**config.mk**
```make
export PLATFORM = sky130hd
export DESIGN_NAME = light_level_average_debounce_hysteresis
export DESIGN_NICKNAME = d
export VERILOG_FILES = /design/src/lladh_pkg.sv /design/src/lladh_accum.sv /design/src/lladh_eval.sv /design/src/light_level_average_debounce_hysteresis.sv
export SDC_FILE = /design/constraint.sdc
export NUM_CORES = 1
export LEC_CHECK = 0
export BUFFER_PORTS_ARGS = -buffer_cell sky130_fd_sc_hd__buf_4
export CAP_MARGIN = 20
export CORE_MARGIN = 5
export CORE_UTILIZATION = 35
export CTS_BUF_LIST = sky130_fd_sc_hd__clkbuf_8
export DETAILED_ROUTE_END_ITERATION = 16
export PLACE_DENSITY = 0.56
export SYNTH_ARGS = -nofsm -noshare
export SYNTH_HDL_FRONTEND = slang
export SYNTH_SLANG_ARGS = --single-unit
export TNS_END_PERCENT = 10
```
**constraint.sdc**
```tcl
create_clock -name clk -period 5.7 [get_ports clk]
set_input_delay 1.14 -clock clk [delete_from_list [all_inputs] [get_ports clk]]
set_output_delay 1.14 -clock clk [all_outputs]
set_load 0.01 [all_outputs]
```
**src/lladh_pkg.sv**
```systemverilog
`timescale 1ns / 1ps
`default_nettype none
// ----------------------------------------------------------------------------
// lladh_pkg
// Shared constants, types and the threshold mapping for the light level
// averager with debounce and hysteresis.
// ----------------------------------------------------------------------------
package lladh_pkg;

  localparam int SAMPLE_W          = 15;
  localparam int PERCENT_W         = 8;
  localparam int AVERAGE_SHIFT     = 6;
  localparam int DEBOUNCE_LIMIT    = 3;
  localparam int HYSTERESIS_MARGIN = 5;

  localparam int BLOCK_LEN = 1 << AVERAGE_SHIFT;
  localparam int SUM_W     = SAMPLE_W + AVERAGE_SHIFT;
  localparam int CNT_W     = AVERAGE_SHIFT + 1;
  localparam int DIFF_W    = (DEBOUNCE_LIMIT + 1 < 2) ? 1 : $clog2(DEBOUNCE_LIMIT + 2);
  localparam int THR_W     = 12;
  localparam int CMP_W     = SAMPLE_W + 1;
  localparam int DIVP_W    = 7;

  localparam logic [PERCENT_W-1:0] PERCENT_FULL  = 8'd100;
  localparam logic [PERCENT_W-1:0] PERCENT_RESET = 8'd70;
  localparam logic [THR_W-1:0]     PERCENT_STEP  = 12'd29;

  // One block word from the accumulator to the evaluator.
  typedef struct packed {
    logic                eval;
    logic [SAMPLE_W-1:0] avg;
  } blk_t;

  // Post-evaluation state reported for each word.
  typedef struct packed {
    logic                dark;
    logic [SAMPLE_W-1:0] level;
  } res_t;

  // Percent register to level threshold; percentages above full scale give 0.
  function automatic logic [THR_W-1:0] level_threshold(input logic [PERCENT_W-1:0] p);
    logic [DIVP_W-1:0] rem;
    logic [THR_W-1:0]  prod;
    rem  = DIVP_W'(PERCENT_FULL - p);
    prod = {{(THR_W-DIVP_W){1'b0}}, rem} * PERCENT_STEP;
    if (p > PERCENT_FULL) begin
      return '0;
    end
    return prod;
  endfunction

endpackage
`default_nettype wire

```
**src/lladh_accum.sv**
```systemverilog
`timescale 1ns / 1ps
`default_nettype none
// ----------------------------------------------------------------------------
// lladh_accum
// Sums done samples in blocks and flags the done word that closes a block.
// ----------------------------------------------------------------------------
module lladh_accum
  import lladh_pkg::*;
(
  input  wire logic                clk,
  input  wire logic                rst,
  input  wire logic                step,
  input  wire logic                done,
  input  wire logic [SAMPLE_W-1:0] sample,
  output blk_t                     blk
);

  logic [SUM_W-1:0] sample_sum;
  logic [CNT_W-1:0] sample_count;
  logic             full;

  assign full     = (sample_count == CNT_W'(BLOCK_LEN));
  assign blk.eval = step && done && full;
  assign blk.avg  = sample_sum[SUM_W-1:AVERAGE_SHIFT];

  always_ff @(posedge clk) begin
    if (rst) begin
      sample_sum   <= '0;
      sample_count <= '0;
    end else if (step && done) begin
      if (full) begin
        // The closing word's own sample is dropped.
        sample_sum   <= '0;
        sample_count <= '0;
      end else begin
        sample_sum   <= sample_sum + {{AVERAGE_SHIFT{1'b0}}, sample};
        sample_count <= sample_count + CNT_W'(1);
      end
    end
  end

  a_count_bound: assert property (@(posedge clk) disable iff (rst)
    sample_count <= CNT_W'(BLOCK_LEN))
    else $error("sample count passed the block length");

  a_clear_after_eval: assert property (@(posedge clk) disable iff (rst)
    blk.eval |=> (sample_count == '0) && (sample_sum == '0))
    else $error("block not cleared after evaluation");

endmodule
`default_nettype wire

```
**src/lladh_eval.sv**
```systemverilog
`timescale 1ns / 1ps
`default_nettype none
// ----------------------------------------------------------------------------
// lladh_eval
// Debounces block averages into the held level and drives the dark flag
// with hysteresis around the configured threshold.
// ----------------------------------------------------------------------------
module lladh_eval
  import lladh_pkg::*;
(
  input  wire logic                 clk,
  input  wire logic                 rst,
  input  wire logic                 cfg_we,
  input  wire logic [PERCENT_W-1:0] cfg_wdata,
  input  wire blk_t                 blk,
  output res_t                      res_next
);

  logic [PERCENT_W-1:0] threshold_percent;
  logic [DIFF_W-1:0]    differ_count;
  logic [DIFF_W-1:0]    differ_count_next;
  logic [SAMPLE_W-1:0]  level_hold;
  logic [SAMPLE_W-1:0]  level_hold_next;
  logic                 dark_state;
  logic                 dark_state_next;
  logic [THR_W-1:0]     thr;
  logic [CMP_W-1:0]     thr_hi;

  assign thr    = level_threshold(threshold_percent);
  assign thr_hi = CMP_W'(thr) + CMP_W'(HYSTERESIS_MARGIN);

  always_comb begin
    differ_count_next = differ_count;
    level_hold_next   = level_hold;
    dark_state_next   = dark_state;
    if (blk.eval) begin
      priority if (blk.avg == level_hold) begin
        differ_count_next = '0;
      end else if (differ_count > DIFF_W'(DEBOUNCE_LIMIT)) begin
        level_hold_next   = blk.avg;
        differ_count_next = '0;
      end else begin
        differ_count_next = differ_count + DIFF_W'(1);
      end
      // The flag follows the level as it stands after the debounce step.
      if (!dark_state) begin
        dark_state_next = ({1'b0, level_hold_next} > thr_hi);
      end else begin
        dark_state_next = !({1'b0, level_hold_next} < CMP_W'(thr));
      end
    end
  end

  assign res_next.dark  = dark_state_next;
  assign res_next.level = level_hold_next;

  always_ff @(posedge clk) begin
    if (rst) begin
      threshold_percent <= PERCENT_RESET;
      differ_count      <= '0;
      level_hold        <= '0;
      dark_state        <= 1'b0;
    end else begin
      if (cfg_we) begin
        threshold_percent <= cfg_wdata;
      end
      differ_count <= differ_count_next;
      level_hold   <= level_hold_next;
      dark_state   <= dark_state_next;
    end
  end

  a_differ_bound: assert property (@(posedge clk) disable iff (rst)
    differ_count <= DIFF_W'(DEBOUNCE_LIMIT + 1))
    else $error("differ count passed the debounce limit");

  a_hold_only_on_eval: assert property (@(posedge clk) disable iff (rst)
    !blk.eval |=> $stable(level_hold) && $stable(dark_state))
    else $error("held state moved without an evaluation");

endmodule
`default_nettype wire

```
**src/light_level_average_debounce_hysteresis.sv**
```systemverilog
`timescale 1ns / 1ps
`default_nettype none
// ----------------------------------------------------------------------------
// light_level_average_debounce_hysteresis
// Averages light-sensor ADC words in blocks, debounces the averages into a
// held level and reports a dark flag with hysteresis.
//
//   Channel  Handshake            Payload
//   in       in_valid/in_ready    conversion_done, sample_value
//   out      out_valid/out_ready  dark_flag, held_level, average_done
//   cfg      cfg_we               cfg_wdata (threshold percent)
//
// One word is accepted per cycle while out is not stalled; it passes from the
// input register to the result register, where its result is offered on out.
// State is updated as a word leaves the input register, so words can follow
// back to back. A stall on out holds both registers, and in_ready drops only
// when both are occupied. Reset clears the valid flags and the block and
// debounce state, not the data registers; the threshold returns to 70 percent.
// ----------------------------------------------------------------------------
module light_level_average_debounce_hysteresis
  import lladh_pkg::*;
(
  input  wire logic                 clk,
  input  wire logic                 rst,
  input  wire logic                 in_valid,
  output logic                      in_ready,
  input  wire logic                 conversion_done,
  input  wire logic [SAMPLE_W-1:0]  sample_value,
  output logic                      out_valid,
  input  wire logic                 out_ready,
  output logic                      dark_flag,
  output logic [SAMPLE_W-1:0]       held_level,
  output logic                      average_done,
  input  wire logic                 cfg_we,
  input  wire logic [PERCENT_W-1:0] cfg_wdata
);

  logic                s1_valid;
  logic                s1_done;
  logic [SAMPLE_W-1:0] s1_sample;
  logic                advance;
  logic                step;
  blk_t                blk;
  res_t                res_next;

  assign advance  = !out_valid || out_ready;
  assign in_ready = !s1_valid || advance;
  assign step     = s1_valid && advance;

  always_ff @(posedge clk) begin
    if (rst) begin
      s1_valid <= 1'b0;
    end else if (in_ready) begin
      s1_valid <= in_valid;
    end
  end

  always_ff @(posedge clk) begin
    if (in_ready && in_valid) begin
      s1_done   <= conversion_done;
      s1_sample <= sample_value;
    end
  end

  lladh_accum u_accum (
    .clk    (clk),
    .rst    (rst),
    .step   (step),
    .done   (s1_done),
    .sample (s1_sample),
    .blk    (blk)
  );

  lladh_eval u_eval (
    .clk       (clk),
    .rst       (rst),
    .cfg_we    (cfg_we),
    .cfg_wdata (cfg_wdata),
    .blk       (blk),
    .res_next  (res_next)
  );

  always_ff @(posedge clk) begin
    if (rst) begin
      out_valid <= 1'b0;
    end else if (advance) begin
      out_valid <= s1_valid;
    end
  end

  always_ff @(posedge clk) begin
    if (step) begin
      dark_flag    <= res_next.dark;
      held_level   <= res_next.level;
      average_done <= blk.eval;
    end
  end

  a_ready_when_free: assert property (@(posedge clk) disable iff (rst)
    (!s1_valid || !out_valid) |-> in_ready)
    else $error("input stalled with a free register");

  a_word_moves: assert property (@(posedge clk) disable iff (rst)
    (s1_valid && advance) |=> out_valid)
    else $error("word lost between the input and result registers");

endmodule
`default_nettype wire

```
==> results of run 1 <==
## critical path, stage by stage, from the launching register on
cell and delay [ns]:
dfxtp_1 0.37, inv_2 0.08, ha_1 0.23, xor2_2 0.22, ha_1 0.29, xnor2_1 0.14
ha_1 0.28, inv_1 0.05, fa_1 0.49, inv_1 0.04, ha_1 0.34, and3_1 0.21
a221oi_1 0.34, xnor2_1 0.16, nand2_1 0.16, nor3_2 0.25, nand3_1 0.13, xnor2_1 0.15
ha_1 0.31, a21oi_1 0.16, o21ai_0 0.10, a21oi_1 0.16, nand3_1 0.09, a31oi_1 0.21
nand2_1 0.08, o41a_1 0.10
## cells in the mapped netlist (2+ instances only)
cell	instances	area share [%]
a221oi_1	2	0.30
nor2b_1	4	0.42
a22o_1	4	0.59
a2111oi_0	2	0.30
xnor2_1	33	4.9
inv_1	24	1.5
a31oi_1	4	0.42
a211oi_1	5	0.64
nand3b_1	2	0.25
and2_1	19	2.0
nand2_4	2	0.38
a21oi_1	33	2.8
a21o_1	12	1.5
mux2_4	10	2.5
clkbuf_1	11	0.70
xor2_1	34	5.0
o31ai_1	3	0.38
fa_1	6	2.0
nand2b_1	4	0.42
or3_1	2	0.21
nor2_1	55	3.5
and3_1	6	0.64
mux2i_1	9	1.5
a22oi_1	8	1.0
o41a_1	2	0.38
or2_2	2	0.21
nor4_1	5	0.53
nand2_1	44	2.8
mux2_2	17	3.2
dfxtp_1	57	19
edfxtp_1	33	17
ha_1	72	15
nand4_1	6	0.64
o21ai_0	16	1.4
o21bai_1	5	0.64
o211ai_1	3	0.38
nand3_1	12	1.0
nor3_1	12	1.0
o21a_1	2	0.25
## worst max path at each step
stage	to	slack, ns	cells after the start
2_1_floorplan	dark_flag	0.19	25
3_5_place_dp	dark_flag	0.09	25
6_report	dark_flag	0.33	25
3_3_place_gp	dark_flag	0.21	23
5_1_grt	dark_flag	-0.02	25
4_1_cts	dark_flag	0.06	25
## power by group through the flow
stage,registers (uW),clock network (uW),logic (uW)
floorplan,717,0,808
global placement,718,0,998
detailed placement,718,0,1030
CTS,703,463,1040
global route,707,482,1200
finish,704,453,1050
## metrics by stage
stage / hold slack [ns] / worst slack [ns] / cells / total power (uW) / util, %
finish: 0.498 / 0.326 / 871 / 2200 / 40.9
global route: 0.542 / -0.0162 / 871 / 2380 / 40.9
CTS: 0.495 / 0.0589 / 869 / 2200 / 40.5
detailed placement: 0.486 / 0.0922 / 853 / 1740 / 39.3
global placement: 0.456 / 0.215 / 853 / 1720 / 39.3
floorplan: 0.445 / 0.188 / 593 / 1520 / -
## final cells by class
cell class              count  area share (%)
clock buffers               9            1.83
clock inverters             7            1.09
inverters                  25            1.46
multi-input cells         466            54.1
flip-flops and latches     90            31.5
well taps                 220            4.06
repair buffers             54            5.98
## per-layer routing
metal  vias to the layer above  track usage [%]  part of all wire [%]
met4                         0             5.71                   1.8
met2                        66             20.4                    46
met5                         -                0                     0
li1                       2223                -                     -
met1                      2016             17.6                    48
met3                        13             2.02                   3.6
## what timing repair did
| action | in CTS | in global routing |
|---|---|---|
| gates resized for setup | 0 | 11 |
| setup endpoints to repair | 0 | 2 |
| buffers inserted | 0 | 2 |
| hold buffers | 0 | 0 |
## placed cells by master, fill, tap and decap left out, types with 3 or more instances in the layout
| cell | Yosys | layout |
|---|---|---|
| o211ai_1 | 3 | 3 |
| xnor2_1 | 33 | 31 |
| a21oi_1 | 33 | 33 |
| and2_1 | 19 | 19 |
| and3_1 | 6 | 6 |
| edfxtp_1 | 33 | 33 |
| fa_1 | 6 | 6 |
| a22o_1 | 4 | 4 |
| nand3_1 | 12 | 12 |
| inv_6 | 0 | 3 |
| mux2i_1 | 9 | 9 |
| xor2_1 | 34 | 31 |
| o21bai_1 | 5 | 5 |
| nor4_1 | 5 | 5 |
| a22oi_1 | 8 | 8 |
| nor2b_1 | 4 | 4 |
| a211oi_1 | 5 | 5 |
| xor2_2 | 0 | 3 |
| inv_1 | 24 | 23 |
| nand4_1 | 6 | 6 |
| nor3_1 | 12 | 10 |
| dfxtp_1 | 57 | 57 |
| buf_4 | 0 | 54 |
| o21ai_0 | 16 | 15 |
| ha_1 | 72 | 72 |
| mux2_4 | 10 | 10 |
| clkbuf_8 | 0 | 9 |
| mux2_2 | 17 | 17 |
| nand2b_1 | 4 | 4 |
| o31ai_1 | 3 | 3 |
| nand2_1 | 44 | 44 |
| nor2_1 | 55 | 55 |
| a31oi_1 | 4 | 4 |
| a21o_1 | 12 | 12 |
## flip-flops by register name, indices dropped and copies added, names as in the netlist
register                  flops
u_accum.sample_sum           21
s1_valid                      1
u_accum.sample_count          7
s1_sample                    15
out_valid                     1
u_eval.level_hold            15
u_eval.dark_state             1
u_eval.differ_count           3
u_eval.threshold_percent      8
average_done                  1
s1_done                       1
held_level                   15
dark_flag                     1
## cells by family (layout without fill, tap and decap cells)
group / Yosys count / after routing / synth area share (%)
flip-flops: 90 / 90 / 36.1
AND/OR/NAND/NOR: 180 / 180 / 15.1
AO/OA/AOI/OAI: 105 / 105 / 11.6
XOR/XNOR: 67 / 67 / 9.95
buffers and inverters: 37 / 95 / 2.57
adder cells (fa/ha/maj): 78 / 78 / 17.3
multiplexers: 36 / 36 / 7.32
==> metrics, run 1 <==
status complete, no violations; asr flop ratio synth 0%; Longest Clk Path Bufs 2; # IOs 48; Total Nets Final 753; Die Height 140 um; H-tree Lvls 3; Final setup violation count 0; Port Buf Inserts 47; hold path depth 2; Slew @ Worst Pin 0.917 ns; Yosys reg bits 90; reg-to-reg endpoint dark_flag; Fin. Hold Viols 0; Period Utilization, post-route 94.3%; CP Capture Type flop; Pwr Density 325 nW/um2; post-route cell area 6780 um2; startpoint types flop; Initial Util 35.6%; post-synthesis cell type count 50; Syn Area/Cell 9.95 um2; # rows 47; First-pass DRT Iterations 4; Wirelength per Cell 14.6 um; clk root buf clkbuf_8; antenna-violating nets left 0; gr usage total 13.0%; sequential share of power 31.9%; CP required 5.83 ns; clock power share 20.5%; R2R setup slack 0.33 ns; Area after DPL 6510 um2; Final Slew Violations 0; Hold Path Class flop to flop; Syn Nets 700; combinational share of power 47.5%; Die ar. 19,500 um2; Seq/Total Area, Yosys 36.1%; CTS tree yes; Num CTS Buffers 9; antenna violations before repair 0; Reg area 2130 um2; core box area 16,600 um2; HPWL after DPL 9710 um; Max Cap Viol 0; # diodes 0; CTS sink cnt 90; Skew-Pair Late Insertion Delay 0.39 ns; layout cells sized above 1 17.8%; VDD IR max 0.000157 V; drt drc 0; setup TNS 0 ns; CTS clk-pin slew, worst paths 0.09 ns; largest net degree at the start of global routing 27; leakage power 0.00310 uW; Net Sw Power 855 uW; footprint of the multi-input gates 3670 um2; die width 140 um; crit path launch u_eval.threshold_percent[0]; Main synth FF type dfxtp_1; yosys warns 0; Gate Count Post-Synth 593; max_slew headroom 37.3%; r2r worst-path depth 25; crit path max fanout 6; RR Startpoint u_eval.threshold_percent[0]; fillers 1,664; first-pass GRT wire length 20,700 um; WS Path Type flop to flop; GR Overflow Total 0; Worst Hold Launch u_eval.differ_count[2]; hold endpoint u_eval.differ_count[2]; routed wire length 12,700 um; Crit path arrival time 5.50 ns; vias in the first global route 4,319; Max Fclk 0.186 GHz; minimum clock period 5.37 ns; P&R area growth vs syn 14.9%; internal power 1350 uW; Switching Share 38.8%; GPL Wtd Cong 0.850; drt via density 4.96; clk_skew 0.0175 ns; EDFF count, synth 33; via count 4,318; Mapped Area 5900 um2; initial drt markers 142
(Power assumes the default switching activity.)
==> inputs of run 2 (changes only) <==
ABC_AREA = 1   (was not set)
==> run 2 against run 1 <==
  * Sequential share of layout area decreased by 1.8 points
  * Clock power increased by 9.5%
  * Sequential power decreased by 0.6%
  * Die area increased by 7.9%
  * Critical path depth increased by 7
  * Critical endpoint unchanged
  * Largest cell class unchanged
==> metrics, run 2 <==
setup TNS 0 ns (unchanged); antenna-violating nets left 0 (unchanged); gr usage total 14.5% (+1.6 points); GPL Wtd Cong 0.861 (+1.3%); most frequent cell after synthesis nand2_1; EDFF count, synth 33 (unchanged); Syn Area/Cell 7.40 um2 (-26%); minimum clock period 5.22 ns (-0.152 ns); Mapped Area 6400 um2 (+8.5%); Syn Nets 972 (+39%); most frequent cells in the layout nand2_1 (249), inv_1 (102), a21oi_1 (90); clk root buf clkbuf_8; CTS sink cnt 90 (unchanged); P&R area growth vs syn 12.4%; drt via density 4.81 (-3.0%); layout cells sized above 1 11.0% (-6.8 points); antenna violations before repair 0 (unchanged); # rows 49 (+4.3%); Num CTS Buffers 9 (unchanged); Max Fclk 0.191 GHz (+2.9%); Crit path max-delay family adder cells; Biggest register u_accum.sample_sum; drt drc 0 (unchanged); largest net degree at the start of global routing 40 (+48%); leakage power 0.00349 uW (+13%); Port Buf Inserts 47 (unchanged); crit path buf inv count 6 (+3); startpoint types flop; Seq/Total Area, Yosys 33.3% (-2.8 points); DP Cell Count 1,129 (+32%); total power 2220 uW (+0.57%); Final Slew Violations 0 (unchanged); Skew-Pair Late Insertion Delay 0.38 ns (about the same); Initial Util 35.6% (+0.068 points); CTS tree yes; Main synth FF type dfxtp_1; synth top area cells dfxtp_1 (18%), edfxtp_1 (15%), nand2_1 (15%); clk_skew 0.0110 ns (-0.00653 ns); Gate Count Post-Synth 865 (+46%); # diodes 0 (unchanged); Fin. Hold Viols 0 (unchanged); # IOs 48 (unchanged); first-pass GRT wire length 25,600 um (+24%); HPWL after DPL 11,600 um (+19%); crit path max fanout 7 (+1); Yosys reg bits 90 (unchanged); CTS clk-pin slew, worst paths 0.10 ns (about the same); Hold Path Class flop to flop; WS Path Type flop to flop; initial drt markers 298 (+110%); GR Overflow Total 0 (unchanged); Crit path arrival time 5.36 ns (-0.14 ns); max_slew headroom 56.1% (+19 points); vias in the first global route 5,307 (+23%); unrepaired setup endpoints after global routing false; most common library cells after synthesis nand2_1 (249), inv_1 (102), a21oi_1 (90); First-pass DRT Iterations 5 (+1); Die ar. 21,100 um2 (+7.9%); routed wire length 15,000 um (+18%); CP required 5.84 ns (about the same); yosys warns 0 (unchanged); CP Capture Type flop; CTS Hold Buffers Added 0 (unchanged); Synth top area share 17.8% (-1.5 points); max reg flops 21 (unchanged); largest area contributor in the netlist dfxtp_1; critical path's largest stage delay 0.49 ns (about the same); Pwr Density 308 nW/um2 (-5.3%); post-synthesis cell type count 35 (-30%); Wirelength per Cell 13.1 um (-10%); core box area 18,000 um2 (+8.3%); Period Utilization, post-route 91.6% (-2.7 points); VDD IR max 0.000152 V (-2.8%); Post-CTS Setup Inserts 0 (unchanged); die width 145 um (+3.9%); Total Nets Final 1,018 (+35%); Die Height 145 um (+3.9%); Slowest-stage cell, CP xor2_1; Final setup violation count 0 (unchanged); Max Cap Viol 0 (unchanged); fin cells 1,145 (+31%); via count 5,508 (+28%); H-tree Lvls 3 (unchanged); hold slack 0.475 ns (-0.0227 ns); CP dominant cell by count nand2_1; Slew @ Worst Pin 0.652 ns (-0.265 ns); commonest non-fill, non-tap cell in the layout nand2_1; asr flop ratio synth 0% (unchanged); Longest Clk Path Bufs 2 (unchanged); CTS resizes 0 (unchanged); status complete, no violations
-- run 2: changes by cell type after synthesis, moves of 8 or more --
cell     before  now
inv_1        24  102
xnor2_1      33    6
o21ai_0      16   39
a22oi_1       8    0
mux2_4       10    0
inv_2         0    8
nand3_1      12   46
mux2_2       17    0
a21oi_1      33   90
mux2i_1       9    0
xor2_1       34   21
nor2_2        0    9
nand2_1      44  249
and2_1       19    0
-- run 2: worst register-to-register path, delay by kind of cell, from the launching register on --
family                     cells  cell delay [ns]
xor gates and xnor gates       1             0.49
adders and majority gates      6             1.98
buffers and inverters          6             0.41
DFF                            1             0.41
and+or+nand+nor               19             1.73
-- run 2: cell families (layout without fill, tap and decap cells) --
kind of cell	after synthesis	after routing	synth area share, %
xor+xnor	27	27	3.69
simple gates	408	408	28.2
compound gates	139	139	11.4
fa+ha+maj	78	78	15.9
flops	90	90	33.3
buf+inv	123	174	7.49
-- run 2: stage by stage --
stage | worst slack [ns] | util, % | cell area, um2
final | 0.478 | 40.1 | 7200
after global placement | 0.619 | 38.8 | 6980
after floorplan | 1.02 | - | 6400
after CTS | 0.478 | 40.1 | 7200
after detailed placement | 0.475 | 38.8 | 6980
after global routing | 0.0415 | 40.1 | 7200
-- run 2: cell type report --
class | count | area [um2]
Clock buffer | 9 | 124
Timing Repair Buffer | 47 | 353
Clock inverter | 7 | 93.8
Inverter | 111 | 417
Sequential cell | 90 | 2130
Multi-Input combinational cell | 652 | 3790
Tap cell | 229 | 287
Fill cell | 1907 | 10800
-- run 2: where the power goes --
part           internal [uW]  switching (uW)  leakage (uW)  total (uW)
clock network            246             250      0.000105         496
logic                    371             649       0.00261        1020
registers                686            13.6      0.000782         700
-- run 2: final timing paths --
check / start / end / slack [ns] / depth (start not counted)
setup / recovery: u_eval.threshold_percent[0] / dark_flag / 0.48 / 32
hold / removal: u_accum.sample_sum[4] / u_accum.sample_sum[4] / 0.48 / 2
setup reg to reg: u_eval.threshold_percent[0] / dark_flag / 0.48 / 32
hold reg to reg: u_accum.sample_sum[4] / u_accum.sample_sum[4] / 0.48 / 2
-- run 2: routing by layer --
metal  GRT usage, %  part of all wire [%]
met2           23.9                    46
met5              0                     0
met1           19.3                    48
met4           4.90                   1.5
met3           2.56                   4.4
